===== src/hdl/dpd_pkg.sv =====
// Package for the dual packet deframer: shared types and fixed constants.
// Used by every module of the block through scoped names.
`default_nettype none

package dpd_pkg;

    // window store geometry
    localparam int unsigned ADDR_W = 5;
    localparam int unsigned FILL_W = 6;
    localparam logic [FILL_W-1:0] WIN_DEPTH   = 6'd32;
    localparam logic [FILL_W-1:0] SENSOR_LEN  = 6'd32;
    localparam logic [FILL_W-1:0] TRIGGER_LEN = 6'd12;
    localparam logic [FILL_W-1:0] MIN_HOLD    = 6'd2;

    // CRC-16/MODBUS
    localparam logic [15:0] CRC_INIT = 16'hFFFF;
    localparam logic [15:0] CRC_POLY = 16'hA001;

    // header register resets
    localparam logic [15:0] SENSOR_HDR_RST  = 16'hAA55;
    localparam logic [15:0] TRIGGER_HDR_RST = 16'hBB66;

    // configuration register indexes
    localparam logic REG_SENSOR_HDR  = 1'b0;
    localparam logic REG_TRIGGER_HDR = 1'b1;

    // packet kinds
    localparam logic KIND_SENSOR  = 1'b0;
    localparam logic KIND_TRIGGER = 1'b1;

    // one result word
    typedef struct packed {
        logic        kind;
        logic [31:0] stamp_us;
        logic [15:0] frame_number;
        logic [31:0] accel_x;
        logic [31:0] accel_y;
        logic [31:0] accel_z;
        logic [31:0] gyro_x;
        logic [31:0] gyro_y;
        logic [31:0] gyro_z;
        logic [15:0] reject_total;
        logic        last;
    } t_result;

    // commands from the sequencer to the result buffer
    typedef struct packed {
        logic load;   // capture a new result into the pending slot
        logic push;   // move the pending slot to the output register
        logic last;   // last flag given to the pushed word
    } t_ob_cmd;

endpackage

`default_nettype wire


===== src/hdl/dpd_window.sv =====
// Window store of the deframer: 32 x 8 synchronous memory, one write and
// one read port, read data registered. Depends on dpd_pkg.
`default_nettype none

module dpd_window (
    input  wire logic                       i_clk,
    input  wire logic                       i_we,
    input  wire logic [dpd_pkg::ADDR_W-1:0] i_waddr,
    input  wire logic [7:0]                 i_wdata,
    input  wire logic [dpd_pkg::ADDR_W-1:0] i_raddr,
    output logic      [7:0]                 o_rdata
);

    logic [7:0] r_mem [2**dpd_pkg::ADDR_W];
    logic [7:0] r_rdata;

    // write port
    always_ff @(posedge i_clk) begin
        if (i_we) begin
            r_mem[i_waddr] <= i_wdata;
        end
    end

    // registered read port
    always_ff @(posedge i_clk) begin
        r_rdata <= r_mem[i_raddr];
    end

    assign o_rdata = r_rdata;

endmodule

`default_nettype wire


===== src/hdl/dpd_crc.sv =====
// CRC-16/MODBUS unit of the deframer: one byte per cycle while enabled, reflected form.
// Depends on dpd_pkg for the initial value and polynomial.
`default_nettype none

module dpd_crc (
    input  wire logic        i_clk,
    input  wire logic        i_rst_n,
    input  wire logic        i_init,
    input  wire logic        i_en,
    input  wire logic [7:0]  i_byte,
    output logic      [15:0] o_crc
);

    logic [15:0] r_crc;
    logic [15:0] n_crc;

    // fold one byte into the running value, LSB first
    function automatic logic [15:0] crc_byte(input logic [15:0] crc, input logic [7:0] b);
        logic [15:0] c;
        c = crc ^ {8'h00, b};
        for (int k = 0; k < 8; k++) begin
            if (c[0]) begin
                c = (c >> 1) ^ dpd_pkg::CRC_POLY;
            end else begin
                c = c >> 1;
            end
        end
        return c;
    endfunction

    // next value
    always_comb begin
        n_crc = r_crc;
        if (i_init) begin
            n_crc = dpd_pkg::CRC_INIT;
        end else if (i_en) begin
            n_crc = crc_byte(r_crc, i_byte);
        end
    end

    always_ff @(posedge i_clk) begin
        if (!i_rst_n) begin
            r_crc <= dpd_pkg::CRC_INIT;
        end else begin
            r_crc <= n_crc;
        end
    end

    assign o_crc = r_crc;

endmodule

`default_nettype wire


===== src/hdl/dpd_outbuf.sv =====
// Result buffer of the deframer: a pending slot that waits for its last
// flag, and the output register of the result channel. Depends on dpd_pkg.
`default_nettype none

module dpd_outbuf (
    input  wire logic             i_clk,
    input  wire logic             i_rst_n,
    input  wire dpd_pkg::t_ob_cmd i_cmd,
    input  wire dpd_pkg::t_result i_new,
    input  wire logic             i_ready,
    output logic                  o_valid,
    output dpd_pkg::t_result      o_data,
    output logic                  o_free
);

    dpd_pkg::t_result r_pend;
    dpd_pkg::t_result r_out;
    dpd_pkg::t_result n_out;
    logic             r_out_valid;
    logic             n_out_valid;

    // output slot frees when empty or taken this cycle
    assign o_free = !r_out_valid || i_ready;

    always_comb begin
        n_out_valid = r_out_valid;
        if (i_cmd.push) begin
            n_out_valid = 1'b1;
        end else if (i_ready) begin
            n_out_valid = 1'b0;
        end
    end

    always_ff @(posedge i_clk) begin
        if (!i_rst_n) begin
            r_out_valid <= 1'b0;
        end else begin
            r_out_valid <= n_out_valid;
        end
    end

    // pushed word: the pending slot with the last flag of this push
    always_comb begin
        n_out      = r_pend;
        n_out.last = i_cmd.last;
    end

    // payload: push reads the old pending word, load replaces it
    always_ff @(posedge i_clk) begin
        if (i_cmd.push) begin
            r_out <= n_out;
        end
        if (i_cmd.load) begin
            r_pend <= i_new;
        end
    end

    assign o_valid = r_out_valid;
    assign o_data  = r_out;

endmodule

`default_nettype wire


===== src/hdl/dual_packet_deframer_crc16.sv =====
// Dual packet deframer with CRC-16/MODBUS check, top level; one byte in flight at a time.
// Per byte: accept, check, two header reads while a header waits at the front; accept and
// check with under two bytes held. Each byte dropped and each packet removed adds a recheck
// (check only if under two bytes remain). A packet adds a scan, plus an emit if good.
// Results leave the cycle after their push; the last of a byte waits in a flush step for
// a free output register. Sync reset clears control and counters and presets the headers.
`default_nettype none

module dual_packet_deframer_crc16 (
    input  wire logic        i_clk,
    input  wire logic        i_rst_n,
    // configuration
    input  wire logic        i_cfg_we,
    input  wire logic        i_cfg_idx,
    input  wire logic [15:0] i_cfg_data,
    // received bytes
    input  wire logic        i_rx_valid,
    output logic             o_rx_ready,
    input  wire logic [7:0]  i_rx_byte,
    // packet results
    output logic             o_pkt_valid,
    input  wire logic        i_pkt_ready,
    output logic             o_packet_kind,
    output logic [31:0]      o_stamp_us,
    output logic [15:0]      o_frame_number,
    output logic [31:0]      o_accel_x_bits,
    output logic [31:0]      o_accel_y_bits,
    output logic [31:0]      o_accel_z_bits,
    output logic [31:0]      o_gyro_x_bits,
    output logic [31:0]      o_gyro_y_bits,
    output logic [31:0]      o_gyro_z_bits,
    output logic [15:0]      o_reject_total,
    output logic             o_last_of_run
);

    localparam int unsigned AW = dpd_pkg::ADDR_W;
    localparam int unsigned FW = dpd_pkg::FILL_W;

    typedef enum logic [5:0] {
        S_IDLE   = 6'b000001,
        S_CHECK  = 6'b000010,
        S_HDR_LO = 6'b000100,
        S_HDR_HI = 6'b001000,
        S_SCAN   = 6'b010000,
        S_EMIT   = 6'b100000
    } t_state;

    t_state          r_state, n_state;
    logic [AW-1:0]   r_head,  n_head;
    logic [FW-1:0]   r_fill,  n_fill;
    logic [AW-1:0]   r_idx,   n_idx;
    logic            r_kind,  n_kind;
    logic [1:0]      r_count, n_count;
    logic [15:0]     r_rej,   n_rej;
    logic [15:0]     r_sens_hdr;
    logic [15:0]     r_trig_hdr;
    logic [7:0]      r_hdr_lo;
    logic [7:0]      r_exp_lo;
    logic [27:0][7:0] r_body;

    logic            w_we;
    logic [AW-1:0]   w_waddr;
    logic [AW-1:0]   w_raddr;
    logic [7:0]      w_rdata;
    logic            w_crc_init;
    logic            w_crc_en;
    logic [15:0]     w_crc;
    logic [15:0]     w_hdr;
    logic            w_is_s;
    logic            w_is_t;
    logic [FW-1:0]   w_len;
    logic [AW-1:0]   w_last_idx;
    logic [AW-1:0]   w_crc_end;
    logic [AW-1:0]   w_bidx;
    logic            w_ob_free;
    dpd_pkg::t_ob_cmd w_ob_cmd;
    dpd_pkg::t_result w_new;
    dpd_pkg::t_result w_out;

    // packet geometry for the kind in hand
    assign w_len      = (r_kind == dpd_pkg::KIND_TRIGGER) ? dpd_pkg::TRIGGER_LEN
                                                          : dpd_pkg::SENSOR_LEN;
    assign w_last_idx = AW'(w_len - FW'(1));
    assign w_crc_end  = AW'(w_len - FW'(2));
    assign w_bidx     = AW'(r_idx - AW'(2));
    assign w_hdr      = {w_rdata, r_hdr_lo};
    assign w_is_s     = (w_hdr == r_sens_hdr);
    assign w_is_t     = (w_hdr == r_trig_hdr);

    assign o_rx_ready = (r_state == S_IDLE) && (r_count == 2'd0);

    // sequencer
    always_comb begin
        n_state    = r_state;
        n_head     = r_head;
        n_fill     = r_fill;
        n_idx      = r_idx;
        n_kind     = r_kind;
        n_count    = r_count;
        n_rej      = r_rej;
        w_we       = 1'b0;
        w_waddr    = AW'(r_head + r_fill[AW-1:0]);
        w_raddr    = r_head;
        w_crc_init = 1'b0;
        w_crc_en   = 1'b0;
        w_ob_cmd   = '0;
        unique case (r_state)
            S_IDLE: begin
                if (r_count != 2'd0) begin
                    // flush the final result of the run
                    if (w_ob_free) begin
                        w_ob_cmd.push = 1'b1;
                        w_ob_cmd.last = 1'b1;
                        n_count       = 2'd0;
                    end
                end else if (i_rx_valid) begin
                    // append the byte, dropping the oldest if full
                    w_we = 1'b1;
                    if (r_fill == dpd_pkg::WIN_DEPTH) begin
                        n_head = AW'(r_head + AW'(1));
                    end else begin
                        n_fill = FW'(r_fill + FW'(1));
                    end
                    n_state = S_CHECK;
                end
            end
            S_CHECK: begin
                if (r_fill < dpd_pkg::MIN_HOLD) begin
                    n_state = S_IDLE;
                end else begin
                    w_raddr = r_head;
                    n_state = S_HDR_LO;
                end
            end
            S_HDR_LO: begin
                w_raddr = AW'(r_head + AW'(1));
                n_state = S_HDR_HI;
            end
            S_HDR_HI: begin
                priority if (w_is_s && r_fill >= dpd_pkg::SENSOR_LEN) begin
                    n_kind     = dpd_pkg::KIND_SENSOR;
                    n_idx      = '0;
                    w_raddr    = r_head;
                    w_crc_init = 1'b1;
                    n_state    = S_SCAN;
                end else if (w_is_t && r_fill >= dpd_pkg::TRIGGER_LEN) begin
                    n_kind     = dpd_pkg::KIND_TRIGGER;
                    n_idx      = '0;
                    w_raddr    = r_head;
                    w_crc_init = 1'b1;
                    n_state    = S_SCAN;
                end else if (w_is_s || w_is_t) begin
                    // wait for the rest of the packet
                    n_state = S_IDLE;
                end else begin
                    // no header at the front: drop one byte
                    n_head  = AW'(r_head + AW'(1));
                    n_fill  = FW'(r_fill - FW'(1));
                    n_state = S_CHECK;
                end
            end
            S_SCAN: begin
                w_raddr  = AW'(r_head + r_idx + AW'(1));
                n_idx    = AW'(r_idx + AW'(1));
                w_crc_en = (r_idx < w_crc_end);
                if (r_idx == w_last_idx) begin
                    if (w_crc == {w_rdata, r_exp_lo}) begin
                        n_state = S_EMIT;
                    end else begin
                        // bad packet: count it, drop its first byte, hunt again
                        if (r_rej != 16'hFFFF) begin
                            n_rej = r_rej + 16'd1;
                        end
                        n_head  = AW'(r_head + AW'(1));
                        n_fill  = FW'(r_fill - FW'(1));
                        n_state = S_CHECK;
                    end
                end
            end
            S_EMIT: begin
                unique case (r_count)
                    2'd0: begin
                        w_ob_cmd.load = 1'b1;
                        n_count       = 2'd1;
                        n_head        = AW'(r_head + w_len[AW-1:0]);
                        n_fill        = FW'(r_fill - w_len);
                        n_state       = S_CHECK;
                    end
                    2'd1: begin
                        // the earlier result is not the last: release it first
                        if (w_ob_free) begin
                            w_ob_cmd.push = 1'b1;
                            w_ob_cmd.last = 1'b0;
                            w_ob_cmd.load = 1'b1;
                            n_count       = 2'd2;
                            n_head        = AW'(r_head + w_len[AW-1:0]);
                            n_fill        = FW'(r_fill - w_len);
                            n_state       = S_CHECK;
                        end
                    end
                    default: begin
                        // result quota used up: drop the packet silently
                        n_head  = AW'(r_head + w_len[AW-1:0]);
                        n_fill  = FW'(r_fill - w_len);
                        n_state = S_CHECK;
                    end
                endcase
            end
            default: begin
                n_state = S_IDLE;
            end
        endcase
    end

    // control registers
    always_ff @(posedge i_clk) begin
        if (!i_rst_n) begin
            r_state <= S_IDLE;
            r_head  <= '0;
            r_fill  <= '0;
            r_idx   <= '0;
            r_kind  <= dpd_pkg::KIND_SENSOR;
            r_count <= 2'd0;
            r_rej   <= '0;
        end else begin
            r_state <= n_state;
            r_head  <= n_head;
            r_fill  <= n_fill;
            r_idx   <= n_idx;
            r_kind  <= n_kind;
            r_count <= n_count;
            r_rej   <= n_rej;
        end
    end

    // header registers
    always_ff @(posedge i_clk) begin
        if (!i_rst_n) begin
            r_sens_hdr <= dpd_pkg::SENSOR_HDR_RST;
            r_trig_hdr <= dpd_pkg::TRIGGER_HDR_RST;
        end else if (i_cfg_we) begin
            unique case (i_cfg_idx)
                dpd_pkg::REG_SENSOR_HDR:  r_sens_hdr <= i_cfg_data;
                dpd_pkg::REG_TRIGGER_HDR: r_trig_hdr <= i_cfg_data;
                default: ;
            endcase
        end
    end

    // capture header low byte, expected CRC low byte and packet body
    always_ff @(posedge i_clk) begin
        if (r_state == S_HDR_LO) begin
            r_hdr_lo <= w_rdata;
        end
        if (r_state == S_SCAN) begin
            if (r_idx == w_crc_end) begin
                r_exp_lo <= w_rdata;
            end
            if (r_idx >= AW'(2) && r_idx <= AW'(29)) begin
                r_body[w_bidx] <= w_rdata;
            end
        end
    end

    // assemble the result word from the captured body
    always_comb begin
        w_new              = '0;
        w_new.kind         = r_kind;
        w_new.stamp_us     = r_body[3:0];
        w_new.reject_total = r_rej;
        if (r_kind == dpd_pkg::KIND_TRIGGER) begin
            w_new.frame_number = r_body[5:4];
        end else begin
            w_new.accel_x = r_body[7:4];
            w_new.accel_y = r_body[11:8];
            w_new.accel_z = r_body[15:12];
            w_new.gyro_x  = r_body[19:16];
            w_new.gyro_y  = r_body[23:20];
            w_new.gyro_z  = r_body[27:24];
        end
    end

    dpd_window u_window (
        .i_clk   (i_clk),
        .i_we    (w_we),
        .i_waddr (w_waddr),
        .i_wdata (i_rx_byte),
        .i_raddr (w_raddr),
        .o_rdata (w_rdata)
    );

    dpd_crc u_crc (
        .i_clk   (i_clk),
        .i_rst_n (i_rst_n),
        .i_init  (w_crc_init),
        .i_en    (w_crc_en),
        .i_byte  (w_rdata),
        .o_crc   (w_crc)
    );

    dpd_outbuf u_outbuf (
        .i_clk   (i_clk),
        .i_rst_n (i_rst_n),
        .i_cmd   (w_ob_cmd),
        .i_new   (w_new),
        .i_ready (i_pkt_ready),
        .o_valid (o_pkt_valid),
        .o_data  (w_out),
        .o_free  (w_ob_free)
    );

    assign o_packet_kind  = w_out.kind;
    assign o_stamp_us     = w_out.stamp_us;
    assign o_frame_number = w_out.frame_number;
    assign o_accel_x_bits = w_out.accel_x;
    assign o_accel_y_bits = w_out.accel_y;
    assign o_accel_z_bits = w_out.accel_z;
    assign o_gyro_x_bits  = w_out.gyro_x;
    assign o_gyro_y_bits  = w_out.gyro_y;
    assign o_gyro_z_bits  = w_out.gyro_z;
    assign o_reject_total = w_out.reject_total;
    assign o_last_of_run  = w_out.last;

    // window never holds more than its depth
    a_fill_bound: assert property (@(posedge i_clk) disable iff (!i_rst_n)
        r_fill <= dpd_pkg::WIN_DEPTH)
        else $error("window fill above depth");

    // an accepted byte is always checked against the front of the window
    a_accept_check: assert property (@(posedge i_clk) disable iff (!i_rst_n)
        (i_rx_valid && o_rx_ready) |=> (r_state == S_CHECK))
        else $error("accepted byte not followed by front check");

    // a packet is emitted only when the window holds all of it
    a_emit_fill: assert property (@(posedge i_clk) disable iff (!i_rst_n)
        (r_state == S_EMIT) |-> (r_fill >= w_len))
        else $error("packet emitted from a short window");

    // reject counter never goes down
    a_rej_mono: assert property (@(posedge i_clk) disable iff (!i_rst_n)
        (r_state != S_IDLE) |=> (r_rej >= $past(r_rej)))
        else $error("reject counter decreased");

    // scan index stays within the packet
    a_scan_idx: assert property (@(posedge i_clk) disable iff (!i_rst_n)
        (r_state == S_SCAN) |-> (r_idx <= w_last_idx))
        else $error("scan index past packet end");

endmodule

`default_nettype wire


===== config.mk =====
export PLATFORM = sky130hd
export DESIGN_NAME = dual_packet_deframer_crc16
export DESIGN_NICKNAME = d
export VERILOG_FILES = /design/src/hdl/dpd_pkg.sv /design/src/hdl/dpd_window.sv /design/src/hdl/dpd_crc.sv /design/src/hdl/dpd_outbuf.sv /design/src/hdl/dual_packet_deframer_crc16.sv
export SDC_FILE = /design/constraint.sdc
export NUM_CORES = 1
export LEC_CHECK = 0
export BUFFER_PORTS_ARGS = -buffer_cell sky130_fd_sc_hd__buf_2
export CAP_MARGIN = 15
export CORE_MARGIN = 1
export CORE_UTILIZATION = 45
export DETAILED_ROUTE_END_ITERATION = 10
export PLACE_DENSITY = 0.64
export SLEW_MARGIN = 20
export SYNTH_ARGS = -nofsm -noshare
export SYNTH_HDL_FRONTEND = slang
export SYNTH_SLANG_ARGS = --single-unit

===== constraint.sdc =====
create_clock -name i_clk -period 60.3 [get_ports i_clk]
set_clock_uncertainty 0.2 [all_clocks]
set_input_delay 6.03 -clock i_clk [delete_from_list [all_inputs] [get_ports i_clk]]
set_output_delay 6.03 -clock i_clk [all_outputs]
set_load 0.1 [all_outputs]

Word-level counts from Yosys, hierarchy flattened --
Memory sizes are Yosys's and may differ from the RTL's. A register that Yosys moved wholly into a read port is not among the register bits. Cells that the tools add are included. W data, S select, Z words.
Storage, ports and cells: flip-flop bits (word level) 845, bits in writable memories 256, bits of input ports 30, memories kept 1
Memory list:
- u_window.r_mem | depth 32, width 8, rd ports 1, clocked after memory_dff 1, wr ports 1, RTL line dpd_window.sv:14 | logic [7:0] r_mem [2**dpd_pkg::ADDR_W];
Cells by class: add/sub/neg operators 13, order comparisons 8, equal/unequal tests 28, muxes and demuxes 88, bitwise operators 12, reduce and logical (&&, ||, !) cells 27
Operators by type and width (number):
- $mux W16 | 22
- $bwmux W224 | 1
- $mux W6 | 17
- $mux W5 | 14
- $eq A16 B16 Y1 | 3
- $demux W8 S5 | 1
- $pmux W6 S6 | 1
- $not A2 Y3 | 8
- $pmux W6 S4 | 1
- $pmux W5 S2 | 2
- $pmux W5 S4 | 1
- $reduce_and A10 Y1 | 2
- $add A16 B1 Y16 const B | 1
- $ne A16 B16 Y1 const B | 1
- $ne A2 B2 Y1 const B | 8
- $xor A16 B8 Y16 | 1
- $add A5 B1 Y5 const B | 3
- $add A5 B5 Y5 | 3
- $mux W1 | 14
- $mux W2 | 7
- $eq A6 B6 Y1 const B | 2
- $pmux W2 S2 | 3
- $reduce_and A2 Y1 | 6
- $eq A5 B5 Y1 | 2
- other kinds (35) | 52

Logic depth before layout (Yosys ltp) --
word-level depth 32, gate-level depth with buffers 14, gate-level depth less buffers 12

Hierarchy --
From an unflattened synthesis, not the netlist that was laid out.
Second synthesis, totals: cell total of the unflattened synthesis 2131, area, all modules 39780.7 µm²
Modules (own cells, without submodules):
- dpd_outbuf | times used 1, cells an instance 519, area an instance 15513.6 µm²
- dual_packet_deframer_crc16 | times used 1, cells an instance 1108, area an instance 13439.1 µm²
- dpd_window | times used 1, cells an instance 417, area an instance 10053.4 µm²
- dpd_crc | times used 1, cells an instance 87, area an instance 774.5 µm²

Least setup slack after synthesis --
OpenSTA, ideal clock, no wires.
path kind in2reg, from in i_pkt_ready, to reg u_outbuf.r_pend, in the netlist u_outbuf.n_out[100] (enable), library setup time 1190 ps, data arrival time 23538 ps, path slack 35373 ps, cell stages on the path 3, cell sequence nor2b_1 and2_1 nor3_1
RTL lines:
- start, declared | RTL line dual_packet_deframer_crc16.sv:22 | input wire logic i_pkt_ready,
- end signal, assigned | RTL line dpd_outbuf.sv:54 | r_pend <= i_new;
- end, declared | RTL line dpd_outbuf.sv:16 | dpd_pkg::t_result r_pend;

==> results.ini <==
[run_status]
status=completed

[cells_and_area]
design_area_sq_um=46100
fin_nets=2689
diodes=0
layoutNonFillerInstCount=3880
area_growth_pct=15.1
post_route_cells_drive_above_1_share_pct=19.0
fillers=6975
post-route-util_pct=52.2

[clock_tree]
cts_sinks=1109
hold_buffers=0
clockBufferDepth=3
clkTransAtPathRegs_ns=0.06
postCtsSetupBuffers=0
clk_latency_ns=0.69
cts_tree=built
post_cts_resized=0
ctsRootBufferMaster=clkbuf_16
cts_max_level=3
numCtsBuffers=106

[global_routing]
grt-ovfl-total=0
grt_start_max_net_pins=177
grt_pass1_vias=19600
antenna_found_initial=0
grt_first_pass_wirelength_microns=116000
grt_usage_pct=17.1

[setup_path]
crit_slowest_cell=buf_4
crit_start=i_pkt_ready
slowest_delay_ns=0.92
reg2reg_from=r_state[1]
reg2reg_depth=7
crit_chain=buf_2 -> nand2b_1 -> o21ai_0 -> nor2_4 -> buf_4 -> buf_4 -> buf_4
reg2reg_slack_ns=54.86
crit_end=u_outbuf.o_data[155]
end_kind=flip-flop
start_kind=primary input
cp.arrival_ns=9.69
required_ns=60.38
crit_type=primary input to flip-flop
crit_family=buffers and inverters
cpMostUsedCell=buf_4
path_buf_inv=4
cp.depth=7
r2r-end=u_outbuf.o_data[155]
worstPathMaxFanout=87

[logic_synthesis]
async_flop_share_pct=0
yosysTopAreaCell=edfxtp_1
yosysTopAreaCellShare_pct=75.8
synthFlopType=edfxtp_1
netlist_area_sq_um=40000
synthCells=2298
synth.area.top_cells=edfxtp_1 (76%), dfxtp_1 (4.9%), nor2b_1 (3.4%)
synth_most_common_cell=edfxtp_1
synthTopCellsByCount=edfxtp_1 (1011), nor2b_1 (215), nand2_1 (156), nor2_1 (118), dfxtp_1 (98)
syn_area_per_cell_sq_um=17.4
yosysSeqAreaShare_pct=80.7
synth_edf_count=1011
yosysUniqueCellTypes=69
yosys_warnings=0
syn-num-nets=2356
synth.ff_latch_count=1109

[route]
m1WireLength_microns=33000
drt_pass1_iterations=5
wl_met3_microns=4020
drt_wl_total_microns=78400
top_layer=met4
drc=0
drtAntennaViolNets=0
wl_met2_microns=39300
vias=19900
via_per_inst=5.13
drt_iter0_markers=1328
wl_per_cell_microns=20.2

[floorplanning]
die_w_microns=300
die-area_sq_um=90200
die_y_microns=300
core_area_sq_um=88200
pin_count=290
rows=109
initial_core_util_pct=45.4

[place]
gp_congestion=0.818
port_buffers=289
dp_slack_ns=49.98
dp.cells=3688
dp.final_hpwl_microns=47900
postPlaceCellArea_sq_um=42700

[power]
power.total_mw=1.67
power_density_nw_per_um2=36.2
ir_drop_v=0.0000337
p_leak_nw=15.8

[sta]
finalSetupTns_ns=0
hold_ws_ns=0.187
timing.final.crit_share_pct=15.9
tightest_slew_ns=1.09
hold_viol=0
fin_ws_ns=50.69
setup_viol=0
relSlewSlack_pct=27.4
max_freq_ghz=0.104
fin_crit_ns=9.61
drv_slew=0
grt_setup_unrepaired=no

[hold_path]
hold_path_class=flip-flop to flip-flop

[job]
max-cap-violations=0

[cell usage in the layout (no fill, tap or decap), types with 22 or more instances in the layout]
master | netlist | layout
ha_1 | 24 | 24
xor2_1 | 61 | 61
o21ai_0 | 31 | 31
mux2i_1 | 65 | 65
buf_2 | 13 | 289
clkbuf_16 | 0 | 106
nand2_1 | 156 | 156
and2_1 | 22 | 22
nor2b_1 | 215 | 214
nor2_1 | 118 | 117
dfxtp_1 | 98 | 95
xnor2_1 | 39 | 39
nand3_1 | 51 | 51
clkinv_1 | 1 | 34
a21oi_1 | 72 | 71
edfxtp_1 | 1011 | 1011
a211oi_1 | 24 | 24
[final cells by class]
| type | instances | area [sq um] | area share [%] |
|---|---|---|---|
| flip-flops and latches | 1109 | 32300 | 70.1 |
| multi-input cells | 1082 | 7280 | 15.8 |
| repair buffers | 309 | 1610 | 3.49 |
| inverters | 23 | 86.3 | 0.187 |
| clock inverters | 72 | 628 | 1.36 |
| well taps | 1165 | 1460 | 3.16 |
| clock buffers | 120 | 2710 | 5.87 |
[how the worst min path moves through the flow]
stage,from,endpoint,depth (start not counted)
after floorplan,r_body[0],u_outbuf.n_out[225],0
after global placement,r_body[24],u_outbuf.n_out[249],0
after detailed placement,r_body[0],u_outbuf.n_out[225],0
after CTS,u_outbuf.n_out[73],u_outbuf.o_data[73],0
after global routing,u_outbuf.n_out[73],u_outbuf.o_data[73],0
final,u_outbuf.n_out[73],u_outbuf.o_data[73],0
[cells by family after synthesis]
family	count (synthesis)	share of synthesized area, %
mux	101	3.23
buf+inv	107	1.18
flops	1109	80.7
simple gates	655	8.48
xor+xnor	100	2.19
fa+ha+maj	28	0.950
compound gates	198	3.24
[where the power goes]
part	internal (mW)	total (mW)	switching, mW
Clock	0.346	0.625	0.278
Combinational	0.0475	0.166	0.118
Sequential	0.869	0.878	0.00911
Total	1.26	1.67	0.406
[state kept, by name (all words and copies together), names as in the netlist, 16 cells and up]
signal	count
r_sens_hdr	16
r_body	224
u_outbuf.o_data	258
r_trig_hdr	16
u_outbuf.n_out	257
r_rej	16
u_crc.o_crc	16
u_window.r_mem	256
[metal layers]
metal | GRT usage [%] | vias to the layer above
li1 | - | 9245
met1 | 22.3 | 9940
met2 | 29.4 | 585
met3 | 2.97 | 141
met4 | 5.16 | 0
met5 | 0 | -
(Power assumes the default switching activity.)
